`src/design/i2p_pkg.sv`:
```
package i2p_pkg;

	localparam int CharW = 8;

	// Result status codes
	localparam logic [1:0] ST_OK       = 2'd0;
	localparam logic [1:0] ST_OVERFLOW = 2'd1;
	localparam logic [1:0] ST_UNMATCH  = 2'd2;
	localparam logic [1:0] ST_IGNORED  = 2'd3;

	// Characters with a meaning of their own
	localparam logic [CharW-1:0] CH_POW   = 8'h5E;
	localparam logic [CharW-1:0] CH_MUL   = 8'h2A;
	localparam logic [CharW-1:0] CH_DIV   = 8'h2F;
	localparam logic [CharW-1:0] CH_ADD   = 8'h2B;
	localparam logic [CharW-1:0] CH_SUB   = 8'h2D;
	localparam logic [CharW-1:0] CH_OPEN  = 8'h28;
	localparam logic [CharW-1:0] CH_CLOSE = 8'h29;

	typedef enum logic [1:0] {
		S_IDLE,
		S_WORK,
		S_FLUSH
	} state_t;

	typedef enum logic [2:0] {
		C_LETTER,
		C_OPEN,
		C_CLOSE,
		C_OPER,
		C_OTHER
	} cls_t;

	// Command to the stack row
	typedef struct packed {
		logic push;
		logic pop;
	} stk_cmd_t;

	// View of the stack row
	typedef struct packed {
		logic [CharW-1:0] top;
		logic [CharW-1:0] next;
		logic             empty;
		logic             full;
		logic             one_left;
	} stk_stat_t;

	// Precedence: 3 for ^, 2 for * and /, 1 for + and -, 0 for anything else
	function automatic logic [1:0] prec_of(input logic [CharW-1:0] ch);
		logic [1:0] p;
		p = 2'd0;
		if (ch == CH_POW) p = 2'd3;
		else if (ch == CH_MUL || ch == CH_DIV) p = 2'd2;
		else if (ch == CH_ADD || ch == CH_SUB) p = 2'd1;
		return p;
	endfunction

	function automatic cls_t classify(input logic [CharW-1:0] ch);
		cls_t c;
		if ((ch >= 8'h61 && ch <= 8'h7A) || (ch >= 8'h41 && ch <= 8'h5A)) c = C_LETTER;
		else if (ch == CH_OPEN) c = C_OPEN;
		else if (ch == CH_CLOSE) c = C_CLOSE;
		else if (prec_of(ch) != 2'd0) c = C_OPER;
		else c = C_OTHER;
		return c;
	endfunction

endpackage

```
`src/design/i2p_cell.sv`:
```
module i2p_cell (
	input  logic                    clk,
	input  i2p_pkg::stk_cmd_t       cmd,
	input  logic [i2p_pkg::CharW-1:0] from_above,
	input  logic [i2p_pkg::CharW-1:0] from_below,
	output logic [i2p_pkg::CharW-1:0] data
);
	import i2p_pkg::*;

	logic [CharW-1:0] data_q;

	// Shift down on push, up on pop, else hold
	always_ff @(posedge clk) begin
		if (cmd.push) begin
			data_q <= from_above;
		end else if (cmd.pop) begin
			data_q <= from_below;
		end
	end

	assign data = data_q;

endmodule

```
`src/design/i2p_stack.sv`:
```
module i2p_stack #(
	parameter int DEPTH = 16
) (
	input  logic                      clk,
	input  logic                      arst_n,
	input  i2p_pkg::stk_cmd_t         cmd,
	input  logic [i2p_pkg::CharW-1:0] push_data,
	output i2p_pkg::stk_stat_t        stat
);
	import i2p_pkg::*;

	localparam int CntW = $clog2(DEPTH + 1);

	logic [CharW-1:0] cell_d [DEPTH];
	logic [CntW-1:0]  count_q;

	// Row of cells, top of stack at cell 0
	for (genvar i = 0; i < DEPTH; i++) begin : g_cell
		logic [CharW-1:0] above;
		logic [CharW-1:0] below;
		if (i == 0) begin : g_top
			assign above = push_data;
		end else begin : g_mid
			assign above = cell_d[i-1];
		end
		if (i == DEPTH - 1) begin : g_bot
			assign below = cell_d[i];
		end else begin : g_up
			assign below = cell_d[i+1];
		end
		i2p_cell u_cell (
			.clk        (clk),
			.cmd        (cmd),
			.from_above (above),
			.from_below (below),
			.data       (cell_d[i])
		);
	end

	// Track fill level
	always_ff @(posedge clk or negedge arst_n) begin
		if (!arst_n) begin
			count_q <= '0;
		end else if (cmd.push) begin
			count_q <= count_q + CntW'(1);
		end else if (cmd.pop) begin
			count_q <= count_q - CntW'(1);
		end
	end

	assign stat.top      = cell_d[0];
	assign stat.next     = cell_d[1];
	assign stat.empty    = (count_q == '0);
	assign stat.full     = (count_q == CntW'(DEPTH));
	assign stat.one_left = (count_q == CntW'(1));

endmodule

```
`src/design/infix_to_postfix_converter.sv`:
```
// Infix to postfix converter (shunting-yard).
// Input channel item_valid/item_ready carries one ASCII character (char_in)
// and end_of_expr, set on the final character of an expression. Output
// channel result_valid/result_ready carries out_char, out_none, out_last and
// status; out_last marks the final result caused by one input character.
// Operators wait in a row of stack cells that shift down on push and up on
// pop, so the top two entries are always at fixed places.
// A character is taken only in idle; the sequencer then works in stack steps
// (a push, a pop, or a status result): one for a letter or a plain push, and
// an operator first pops each entry of equal or higher precedence. With
// end_of_expr set, the flush pops each stacked entry and then gives the end
// result. Each pop is one shift of the cell row. Results go to a result
// register. A stalled receiver holds it and freezes the sequencer while it
// has a result to emit; a new character is taken while the last result still
// waits, once the sequencer is back in idle.
// Reset empties the stack and the result register; stack contents are not
// cleared.
module infix_to_postfix_converter #(
	parameter int STACK_DEPTH = 16
) (
	input  logic                      clk,
	input  logic                      arst_n,
	input  logic                      item_valid,
	output logic                      item_ready,
	input  logic [i2p_pkg::CharW-1:0] char_in,
	input  logic                      end_of_expr,
	output logic                      result_valid,
	input  logic                      result_ready,
	output logic [i2p_pkg::CharW-1:0] out_char,
	output logic                      out_none,
	output logic                      out_last,
	output logic [1:0]                status
);
	import i2p_pkg::*;

	state_t           state_q, state_d;
	cls_t             cls_q;
	logic [CharW-1:0] ch_q;
	logic             last_q;
	logic [1:0]       endst_q, endst_d;

	stk_cmd_t         want_cmd, cmd;
	stk_stat_t        stat;

	logic             em_valid;
	logic [CharW-1:0] em_char;
	logic             em_none;
	logic             em_last;
	logic [1:0]       em_status;
	logic             can_emit, go, em_fire;
	state_t           want_state;
	logic [1:0]       want_endst;
	logic [1:0]       p_in;

	logic             ov_q;
	logic [CharW-1:0] oc_q;
	logic             on_q;
	logic             ol_q;
	logic [1:0]       os_q;

	i2p_stack #(
		.DEPTH (STACK_DEPTH)
	) u_stack (
		.clk       (clk),
		.arst_n    (arst_n),
		.cmd       (cmd),
		.push_data (ch_q),
		.stat      (stat)
	);

	assign item_ready = (state_q == S_IDLE);
	assign can_emit   = !ov_q || result_ready;
	assign p_in       = prec_of(ch_q);

	// Next step of the sequencer and the result it emits
	always_comb begin
		want_cmd   = '0;
		want_state = state_q;
		want_endst = endst_q;
		em_valid   = 1'b0;
		em_char    = '0;
		em_none    = 1'b0;
		em_last    = 1'b0;
		em_status  = ST_OK;
		case (state_q)
			S_IDLE: begin
				want_state = S_IDLE;
			end
			S_WORK: begin
				want_state = last_q ? S_FLUSH : S_IDLE;
				case (cls_q)
					C_LETTER: begin
						em_valid = 1'b1;
						em_char  = ch_q;
						em_last  = !last_q;
					end
					C_OPEN: begin
						if (stat.full) begin
							em_valid  = 1'b1;
							em_none   = 1'b1;
							em_last   = !last_q;
							em_status = ST_OVERFLOW;
						end else begin
							want_cmd.push = 1'b1;
						end
					end
					C_CLOSE: begin
						if (stat.empty) begin
							em_valid  = 1'b1;
							em_none   = 1'b1;
							em_last   = !last_q;
							em_status = ST_UNMATCH;
						end else if (stat.top == CH_OPEN) begin
							want_cmd.pop = 1'b1;
						end else begin
							want_cmd.pop = 1'b1;
							em_valid     = 1'b1;
							em_char      = stat.top;
							em_last      = !last_q && !stat.one_left
							               && (stat.next == CH_OPEN);
							want_state   = S_WORK;
						end
					end
					C_OPER: begin
						if (!stat.empty && (p_in <= prec_of(stat.top))) begin
							want_cmd.pop = 1'b1;
							em_valid     = 1'b1;
							em_char      = stat.top;
							em_last      = !last_q && (stat.one_left
							               || (prec_of(stat.next) < p_in));
							want_state   = S_WORK;
						end else if (stat.full) begin
							em_valid  = 1'b1;
							em_none   = 1'b1;
							em_last   = !last_q;
							em_status = ST_OVERFLOW;
						end else begin
							want_cmd.push = 1'b1;
						end
					end
					default: begin
						em_valid  = 1'b1;
						em_none   = 1'b1;
						em_last   = !last_q;
						em_status = ST_IGNORED;
					end
				endcase
			end
			S_FLUSH: begin
				if (stat.empty) begin
					em_valid   = 1'b1;
					em_none    = 1'b1;
					em_last    = 1'b1;
					em_status  = endst_q;
					want_state = S_IDLE;
				end else if (stat.top == CH_OPEN) begin
					want_cmd.pop = 1'b1;
					want_endst   = ST_UNMATCH;
				end else begin
					want_cmd.pop = 1'b1;
					em_valid     = 1'b1;
					em_char      = stat.top;
				end
			end
			default: begin
				want_state = S_IDLE;
			end
		endcase

		// Hold everything while a result cannot be placed
		go      = !em_valid || can_emit;
		em_fire = em_valid && can_emit;
		cmd     = go ? want_cmd : '0;
		state_d = go ? want_state : state_q;
		endst_d = go ? want_endst : endst_q;
		if (item_valid && item_ready) begin
			state_d = S_WORK;
			endst_d = ST_OK;
		end
	end

	// Sequencer state
	always_ff @(posedge clk or negedge arst_n) begin
		if (!arst_n) begin
			state_q <= S_IDLE;
			endst_q <= ST_OK;
		end else begin
			state_q <= state_d;
			endst_q <= endst_d;
		end
	end

	// Capture the character on transfer
	always_ff @(posedge clk) begin
		if (item_valid && item_ready) begin
			ch_q   <= char_in;
			last_q <= end_of_expr;
			cls_q  <= classify(char_in);
		end
	end

	// Result register: load on emit, drop on transfer
	always_ff @(posedge clk or negedge arst_n) begin
		if (!arst_n) begin
			ov_q <= 1'b0;
		end else if (em_fire) begin
			ov_q <= 1'b1;
		end else if (result_ready) begin
			ov_q <= 1'b0;
		end
	end

	always_ff @(posedge clk) begin
		if (em_fire) begin
			oc_q <= em_char;
			on_q <= em_none;
			ol_q <= em_last;
			os_q <= em_status;
		end
	end

	assign result_valid = ov_q;
	assign out_char     = oc_q;
	assign out_none     = on_q;
	assign out_last     = ol_q;
	assign status       = os_q;

`ifndef NO_ASSERTIONS
	a_no_push_pop: assert property (@(posedge clk) disable iff (!arst_n)
		!(cmd.push && cmd.pop))
		else $error("stack pushed and popped in one cycle");

	a_no_push_full: assert property (@(posedge clk) disable iff (!arst_n)
		cmd.push |-> !stat.full)
		else $error("push onto a full stack");

	a_no_pop_empty: assert property (@(posedge clk) disable iff (!arst_n)
		cmd.pop |-> !stat.empty)
		else $error("pop from an empty stack");

	a_char_ok: assert property (@(posedge clk) disable iff (!arst_n)
		(result_valid && !out_none) |-> (status == ST_OK))
		else $error("character result with nonzero status");
`endif

endmodule

```
`config.mk`:
```
export PLATFORM = sky130hd
export DESIGN_NAME = infix_to_postfix_converter
export DESIGN_NICKNAME = d
export VERILOG_FILES = /design/src/design/i2p_pkg.sv /design/src/design/i2p_cell.sv /design/src/design/i2p_stack.sv /design/src/design/infix_to_postfix_converter.sv
export SDC_FILE = /design/constraint.sdc
export NUM_CORES = 1
export LEC_CHECK = 0
export ABC_CLOCK_PERIOD_IN_PS = 8700
export BUFFER_PORTS_ARGS = -buffer_cell sky130_fd_sc_hd__buf_2
export CAP_MARGIN = 15
export CORE_ASPECT_RATIO = 0.7
export CORE_MARGIN = 3
export CORE_UTILIZATION = 55
export CTS_CLUSTER_SIZE = 25
export DETAILED_ROUTE_END_ITERATION = 16
export PLACE_DENSITY = 0.7
export SYNTH_ARGS = -nofsm -noshare
export SYNTH_HDL_FRONTEND = slang
export SYNTH_SLANG_ARGS = --single-unit
```
`constraint.sdc`:
```
create_clock -name clk -period 8.7 [get_ports clk]
set_input_delay 0.87 -clock clk [delete_from_list [all_inputs] [get_ports clk]]
set_output_delay 0.87 -clock clk [all_outputs]
set_load 0.05 [all_outputs]
```
== After elaboration in Yosys (flattened, before gate mapping) ==
Cells that the tools add are included.
Word-level totals
  input port bits: 13
  output and inout bits: 14
  flip-flop bits (word level): 162
Cells by class
  add/subtract/negate cells: 2
  reduce and logical (&&, ||, !) cells: 38
  equality and inequality tests: 33
  $lt $le $gt $ge: 6
  muxes and demuxes: 108
Operators by type and width (count)
  $mux 8: 33
  $eq 8x6->1 const B: 20
  $mux 2: 34
  $eq 8x7->1 const B: 4
  $pmux 8 s3: 1
  $mux 1: 23
  $ge 8x7->1 const B: 2
  $le 8x7->1 const B: 2
  $pmux 8 s2: 1
  $logic_or 1x1->1: 12
  $pmux 1 s2: 6
  $pmux 2 s2: 3
  $reduce_bool 2->1: 6
  $mux 5: 2
  $logic_and 1x1->1: 8
  $pmux 2 s4: 1
  $eq 3x2->1 const B: 2
  $pmux 1 s3: 2
  $add 5x1->5 const B: 1
  $eq 5x1->1 const B: 1
  $eq 5x5->1 const B: 1
  $logic_not 1->1: 5
  $logic_not 5->1: 1
  $sub 5x1->5 const B: 1
  other kinds (15): 15

== Longest topological paths before layout ==
Gate-level depths: netlist of the first run.
  depth in word-level cells: 18
  mapped depth: 14

== Modules after synthesis ==
Synthesis of the first run repeated with hierarchy kept, for this count alone.
Second synthesis, totals
  cell total of the unflattened synthesis: 507
  area total of the unflattened synthesis: 8176.6 sq um
Modules (own cells, without submodules)
  i2p_cell: area each 377.9 sq um, instances 16, cells each 18
  infix_to_postfix_converter: area each 1818.0 sq um, instances 1, cells each 188
  i2p_stack: area each 312.8 sq um, instances 1, cells each 31

== Worst setup path before layout of the first run ==
No wires, ideal clock.
  path kind: register -> register
  start: reg u_stack.g_cell[0].u_cell.data_q[4]
  end: reg u_stack.g_cell[0].u_cell.data_q[0] (enable)
  slack: 733 ps
  data arrival time: 7364 ps
  clock period less this slack: 7967 ps
  required time: 8097 ps
  setup time: 603 ps
  cell stages (with the launch flop): 13
  path buffers: 1
  cells stage by stage: edfxtp_1 > nor3b_1 > and3b_1 > o21ai_0 > nand2_1 > nand3_1 > ha_1 > nand2b_1 > a2111oi_0 > nor4b_1 > clkbuf_1 > nor2_1 > nor2_1
Between the ends
  longest elaborated chain between the ends: 16
  elaborated cells on any way between the ends: 30
  classes of those cells: 1 x order compare; 6 x eq/ne; 17 x mux; 6 x reduce/logical
RTL lines
  start, declared: RTL line i2p_cell.sv:10  | logic [CharW-1:0] data_q;
  start signal, assigned: RTL line i2p_cell.sv:15  | data_q <= from_above;
  start signal, assigned: RTL line i2p_cell.sv:17  | data_q <= from_below;
  $eq 8x6->1: RTL line i2p_pkg.sv:55  | else if (ch == CH_ADD || ch == CH_SUB) p = 2'd1;
  $logic_or 1x1->1: RTL line i2p_pkg.sv:55
  $mux 1: RTL line i2p_pkg.sv:55
  $mux 2: RTL line i2p_pkg.sv:54  | else if (ch == CH_MUL || ch == CH_DIV) p = 2'd2;
  $mux 2: RTL line i2p_pkg.sv:53  | if (ch == CH_POW) p = 2'd3;
  $mux 2: RTL line infix_to_postfix_converter.sv:91  | case (cls_q)
  $mux 2: RTL line infix_to_postfix_converter.sv:85  | case (state_q)
  $le 2x2->1: RTL line infix_to_postfix_converter.sv:125  | if (!stat.empty && (p_in <= prec_of(stat.top))) begin
  $logic_and 1x1->1: RTL line infix_to_postfix_converter.sv:125
  $mux 1: RTL line infix_to_postfix_converter.sv:125
  $pmux 1 s3: RTL line infix_to_postfix_converter.sv:91
  $pmux 1 s2: RTL line infix_to_postfix_converter.sv:85
  $logic_not 1->1: RTL line infix_to_postfix_converter.sv:171  | go = !em_valid || can_emit;
  $logic_or 1x1->1: RTL line infix_to_postfix_converter.sv:171
  $mux 2 (*): RTL line infix_to_postfix_converter.sv:173  | cmd = go ? want_cmd : '0;
  $reduce_bool 2->1 (no source line) (*)
Every way passes the cells marked *; elsewhere a longest branch is shown, timed or not. The select of a mux whose other input is x is not followed.
A chain may end at the register's enable or synchronous reset.

==> flow_metrics.tcl, run 1 <==
set metrics [dict create \
    clk_path_buf_depth 2 \
    rsz0062_at_grt "false" \
    grt_overflow_total 0 \
    p_leak_nw 3.33 \
    grt_max_degree 62 \
    io_buffer_count 26 \
    synth_seq_cells 161 \
    place_ws_ns 3.96 \
    clk_pin_slew_ns 0.06 \
    syn-num-nets 500 \
    worstSetupEndpointType "flop" \
    cts_setup_buffers 0 \
    cts_sinks 161 \
    r2r_cells 13 \
    diodes 0 \
    fin_nets 532 \
    final-max-slew-violation-count 0 \
    netlist_top_cells_area "edfxtp_1 58%, mux2_4 17%, mux2_2 4.5%" \
    maxSlewHeadroom_pct 26.6 \
    numCtsBuffers 17 \
    area_growth_pct 9.66 \
    tns_ns 0 \
    cts_htree_levels 4 \
    dp_cells 679 \
    ys.flop_type "edfxtp_1" \
    avgSynthCellArea_sq_um 16.6 \
    worst_pin_slew_ns 1.10 \
    drc_errors 0 \
    antenna_left 0 \
    synth.cell_area_sq_mm 0.00794 \
    fin_cells 713 \
    grt_use_total_pct 18.1 \
    place_congestion 0.945 \
    ios 27 \
    cts_root_buf "clkbuf_16" \
    synth_area_leader_cell "edfxtp_1" \
    fin_util_pct 62.1 \
    fillers 1000 \
    min_period_over_period_pct 55.0 \
    ctsHoldBuffers 0 \
    critPathArrivalTime_ns 4.86 \
    clock_latency_ns 0.42 \
    fin_skew_ns 0.00931 \
    critPathRequiredTime_ns 8.77 \
    power_density_mw_per_mm2 295 \
    via_per_inst 5.85 \
    hold_viol_final 0 \
    final_area_sq_mm 0.00870 \
    cts_tree "done" \
    ir_drop_v 0.000150 \
    yosysSeqAreaShare_pct 60.3 \
    crit_fanout 57 \
    setup_slack_ns 3.92 \
    cp-start-kind "flop" \
    outcome "completed" \
    drt-initial-drc-count 501 \
    synth-async-reset-ratio_pct 5.59 \
    fmax_mhz 209 \
    initial_core_util_pct 56.7 \
    grt_pass1_vias 4112 \
    core_area_sq_mm 0.0140 \
    path_class "flop to flop" \
    rows 36 \
    dr.pass1.iters 5 \
    layout_min_cycle_time_ns 4.78 \
    die_x_microns 150 \
    syn_inst 478 \
    grt_antenna_before_repair 0 \
    post_cts_resized 0 \
    timing.max_cap.violations 0 \
    holdCritPathClass "input port to async pin" \
    yosys.area.top_type_share_pct 57.5 \
    die_area_sq_mm 0.0159 \
    via_count 4168 \
    grt_first_pass_wirelength_microns 22300 \
    synth_cell_types 58 \
    finalSetupViolations 0 \
    dpl_cell_area_sq_mm 0.00809 \
    dp_hpwl_microns 9160 \
    totalWireLength_microns 13800 \
    wl_per_cell_microns 19.4 \
    synth_edf_count 152 \
    drive_gt1_share_pct 36.5 \
    fp.dieH_microns 107 \
    yosysWarnings 0 \
]
## layer usage
metal / track usage, % / wire length [microns]
met3: 4.94 / 945
met5: 0 / 0
met1: 30.0 / 7280
met4: 5.36 / 139
met2: 22.7 / 5480
## worst max-delay path, stage by stage (launching register included)
cell and delay (ns):
edfxtp_1 0.44, nor3b_1 0.37, and3b_1 0.24, o21ai_0 0.08, nand2_1 0.09, nand3_1 0.08, ha_1 0.31, nand2b_1 0.12
a31o_2 0.25, a22oi_2 0.11, and2_4 0.18, o21ai_4 0.85, buf_4 0.88, inv_1 0.39
## worst paths after layout
check / slack, ns / start / end
worst max-delay path: 3.92 / u_stack.g_cell[0].u_cell.data[4] / u_stack.g_cell[15].u_cell.data[1]
worst min-delay path: 0.30 / arst_n / state_q[1]
worst max register to register: 3.92 / u_stack.g_cell[0].u_cell.data[4] / u_stack.g_cell[15].u_cell.data[1]
worst min register to register: 0.47 / u_stack.g_cell[14].u_cell.data[4] / u_stack.g_cell[15].u_cell.data[4]
max in group asynchronous: 8.21 / arst_n / u_stack.count_q[0]
min in group clk: 0.47 / u_stack.g_cell[14].u_cell.data[4] / u_stack.g_cell[15].u_cell.data[4]
## Yosys cell counts, types with 3 or more instances
| cell | count |
|---|---|
| o21ai_0 | 6 |
| a22oi_1 | 3 |
| o22ai_1 | 3 |
| a32o_1 | 3 |
| mux2_4 | 89 |
| buf_4 | 4 |
| dfrtp_1 | 9 |
| buf_12 | 10 |
| nor3_1 | 5 |
| buf_2 | 3 |
| edfxtp_1 | 152 |
| xor2_1 | 4 |
| ha_1 | 9 |
| xnor2_1 | 4 |
| a21oi_1 | 10 |
| nor3b_1 | 4 |
| a22o_1 | 8 |
| nand3_1 | 9 |
| nor4_1 | 5 |
| inv_1 | 11 |
| nand2_1 | 22 |
| nand2b_1 | 5 |
| nor4b_1 | 5 |
| nor2b_1 | 7 |
| clkbuf_1 | 3 |
| mux2_2 | 32 |
| nor2_1 | 9 |
## cells by family (layout without fill, tap and decap cells)
family | after synthesis | in the layout | share of synthesized area (%)
buf+inv | 31 | 76 | 3.75
simple gates | 90 | 90 | 6.65
compound gates | 56 | 56 | 5.33
flops | 161 | 161 | 60.3
mux | 123 | 123 | 21.6
xor+xnor | 8 | 8 | 0.883
fa+ha+maj | 9 | 9 | 1.42
## state kept, by name (all words and copies together), names as in the netlist
| register | cells |
|---|---|
| out_none | 1 |
| u_stack.g_cell.u_cell.data | 128 |
| out_last | 1 |
| state_q | 2 |
| u_stack.count_q | 5 |
| status | 2 |
| last_q | 1 |
| ch_q | 8 |
| out_char | 8 |
| endst_q | 1 |
| cls_q | 3 |
| result_valid | 1 |
## cell usage in the layout (no fill, tap or decap), drive strengths merged, types with 5 or more instances in the layout
cell type,netlist,layout
a21oi,12,12
nor3,5,5
edfxtp,152,152
mux2,121,121
ha,9,9
nor4b,6,6
nand2b,5,5
clkbuf,3,24
nor2b,7,7
o21ai,7,7
buf,17,32
nor4,5,5
nor3b,5,5
inv,11,11
a22o,8,8
nand2,22,22
dfrtp,9,9
nand3,9,9
nor2,9,9
## area by class of cell
cell class / count / area, sq um / share of cell area (%)
Multi-Input combinational cell: 286 / 2860 / 32.8
Tap cell: 190 / 238 / 2.73
Timing Repair Buffer: 33 / 184 / 2.11
Inverter: 11 / 41.3 / 0.474
Sequential cell: 161 / 4790 / 55.0
Clock inverter: 9 / 136 / 1.57
Clock buffer: 23 / 458 / 5.26
## report_power, final
group | leakage, nW | switching (mW) | internal, mW
Combinational | 1.54 | 0.344 | 0.257
Sequential | 1.50 | 0.122 | 1.09
Clock | 0.282 | 0.296 | 0.460
Total | 3.33 | 0.761 | 1.81
## per-stage QoR
step / total power, mW / hold WS (ns)
6_report: 2.57 / 0.301
5_1_grt: 2.67 / 0.306
4_1_cts: 2.57 / 0.294
3_5_place_dp: 1.81 / 0.437
3_3_place_gp: 1.79 / 0.442
2_1_floorplan: 1.70 / 0.420
Note: power is estimated with default switching activity, not from simulation.
==> inputs of run 2 (changes only) <==
--- a/config.mk
+++ b/config.mk
@@ -5,7 +5,7 @@
 export SDC_FILE = /design/constraint.sdc
 export NUM_CORES = 1
 export LEC_CHECK = 0
-export ABC_CLOCK_PERIOD_IN_PS = 8700
+export ABC_CLOCK_PERIOD_IN_PS = 4950
 export BUFFER_PORTS_ARGS = -buffer_cell sky130_fd_sc_hd__buf_2
 export CAP_MARGIN = 15
 export CORE_ASPECT_RATIO = 0.7
==> constraint.sdc (replaced) <==
create_clock -name clk -period 4.95 [get_ports clk]
set_input_delay 0.495 -clock clk [delete_from_list [all_inputs] [get_ports clk]]
set_output_delay 0.495 -clock clk [all_outputs]
set_load 0.05 [all_outputs]
==> flow_metrics.tcl, run 2 (synthesis results as in run 1) <==
set metrics [dict create \
    fin_total_pwr_mw 4.51 \
    die_x_microns 150 \
    drc_errors 0 \
    fp.dieH_microns 107 \
    totalWireLength_microns 13900 \
    max_stage_delay_ns 0.48 \
    critPathRequiredTime_ns 5.12 \
    clock_latency_ns 0.42 \
    crit_family "simple AND/OR/NAND/NOR gates" \
    clk_pin_slew_ns 0.07 \
    power_density_mw_per_mm2 516 \
    clk_path_buf_depth 2 \
    crit_chain "nor3b_1, and3b_1, o21ai_0, nand2_1, nand3_1, ha_1, nand2b_1, a31o_2, a22oi_2, and2_4, o21ai_4, buf_4, mux2_2" \
    layout_commonest_cell "edfxtp_1" \
    hold_viol_final 0 \
    grt.busiest_layer "met1" \
    grt_pass1_vias 4139 \
    cts_sinks 161 \
    rsz0062_at_grt "false" \
    cts_root_buf "clkbuf_16" \
    p_leak_nw 3.35 \
    cp-start-kind "flop" \
    use_met3_pct 4.77 \
    antenna_left 0 \
    grt_max_degree 121 \
    grtUsageMet1_pct 29.3 \
    wl_per_cell_microns 19.3 \
    min_period_over_period_pct 76.2 \
    diodes 0 \
    fmax_mhz 265 \
    ios 27 \
    drive_gt1_share_pct 37.5 \
    path_class "flop to flop" \
    grt_use_total_pct 18.4 \
    tns_ns 0 \
    rows 36 \
    worstSetupEndpointType "flop" \
    holdCritPathClass "input port to flop" \
    met2_usage_pct 24.5 \
    final-max-slew-violation-count 0 \
    layout_min_cycle_time_ns 3.77 \
    crit_fanout 26 \
    slowest_stage "buf_4" \
    cp_num_buf_inv 1 \
    grt_first_pass_wirelength_microns 22500 \
    numCtsBuffers 17 \
    worst_pin_slew_ns 0.774 \
    post_cts_resized 0 \
    io_buffer_count 26 \
    drt-initial-drc-count 489 \
    dr.pass1.iters 5 \
    core_area_sq_mm 0.0140 \
    maxSlewHeadroom_pct 47.7 \
    via_per_inst 5.91 \
    critPathArrivalTime_ns 3.94 \
    fin_nets 535 \
    cts_tree "done" \
    finalSetupViolations 0 \
    outcome "completed" \
    cts_htree_levels 4 \
    cts_setup_buffers 0 \
    grt_overflow_total 0 \
    area_growth_pct 10.2 \
    via_count 4235 \
    ir_drop_v 0.000292 \
    ctsHoldBuffers 1 \
    initial_core_util_pct 56.7 \
    largest_register_ffs 128 \
    grt_antenna_before_repair 0 \
    dp_hpwl_microns 9060 \
    mostFrequentLayoutCells "152 x edfxtp_1, 89 x mux2_4, 32 x mux2_2, 26 x buf_2, 22 x nand2_1" \
    timing.max_cap.violations 0 \
    fin_skew_ns 0.00951 \
    die_area_sq_mm 0.0159 \
    place_congestion 0.920 \
]
==> run 2: cell types whose count changed in the layout (fill, tap and decap cells not counted), moves of 2 or more <==
| cell | change |
|---|---|
| inv_6 | +6 |
| buf_12 | +2 |
| inv_8 | +2 |
| clkbuf_1 | -4 |
==> run 2: area by class of cell <==
| type | instances | area (sq um) |
|---|---|---|
| fillers | 990 | 5260 |
| repair buffers | 36 | 230 |
| multi-input cells | 286 | 2860 |
| clock buffers | 18 | 429 |
| well taps | 190 | 238 |
| flip-flops and latches | 161 | 4790 |
| clock inverters | 14 | 165 |
| inverters | 11 | 41.3 |
==> run 2: power breakdown <==
| group | internal, mW | total (mW) | switching [mW] |
|---|---|---|---|
| Clock | 0.761 | 1.33 | 0.569 |
| Combinational | 0.455 | 1.06 | 0.604 |
| Sequential | 1.91 | 2.12 | 0.213 |
| Total | 3.13 | 4.51 | 1.39 |
==> run 2: worst paths after layout <==
| path | slack [ns] | start | to | cells past startpoint |
|---|---|---|---|---|
| setup / recovery | 1.18 | u_stack.g_cell[0].u_cell.data[6] | u_stack.g_cell[10].u_cell.data[3] | 13 |
| hold / removal | 0.26 | end_of_expr | last_q | 1 |
| setup reg to reg | 1.18 | u_stack.g_cell[0].u_cell.data[6] | u_stack.g_cell[10].u_cell.data[3] | 13 |
| hold reg to reg | 0.44 | u_stack.g_cell[14].u_cell.data[7] | u_stack.g_cell[15].u_cell.data[7] | 0 |
| max in group asynchronous | 4.28 | arst_n | result_valid | 2 |
| min in group asynchronous | 0.47 | arst_n | endst_q[1] | 2 |
==> run 2: metrics by stage <==
step / hold WS, ns / instance area, sq um / util (%) / worst slack, ns / cells
after global routing: 0.251 / 8750 / 62.5 / 0.919 / 716
after detailed placement: 0.370 / 8130 / 58.1 / 1.28 / 681
after floorplan: 0.199 / 7950 / - / 0.379 / 478
after global placement: 0.359 / 8130 / 58.1 / 1.39 / 681
final: 0.259 / 8750 / 62.5 / 1.18 / 716
after CTS: 0.250 / 8740 / 62.4 / 1.20 / 714
==> run 2: metal layers <==
| metal | part of all wire (%) | wire length [microns] |
|---|---|---|
| met4 | 1.1 | 152 |
| met1 | 50 | 6910 |
| met5 | 0 | 0 |
| met2 | 42 | 5850 |
| met3 | 6.8 | 938 |
==> run 2: worst reg2reg max path, cell delays in order (launching register included) <==
cell	delay [ns]
edfxtp_1	0.46
nor3b_1	0.34
and3b_1	0.23
o21ai_0	0.08
nand2_1	0.09
nand3_1	0.08
ha_1	0.31
nand2b_1	0.13
a31o_2	0.26
a22oi_2	0.12
and2_4	0.19
o21ai_4	0.36
buf_4	0.48
mux2_2	0.40
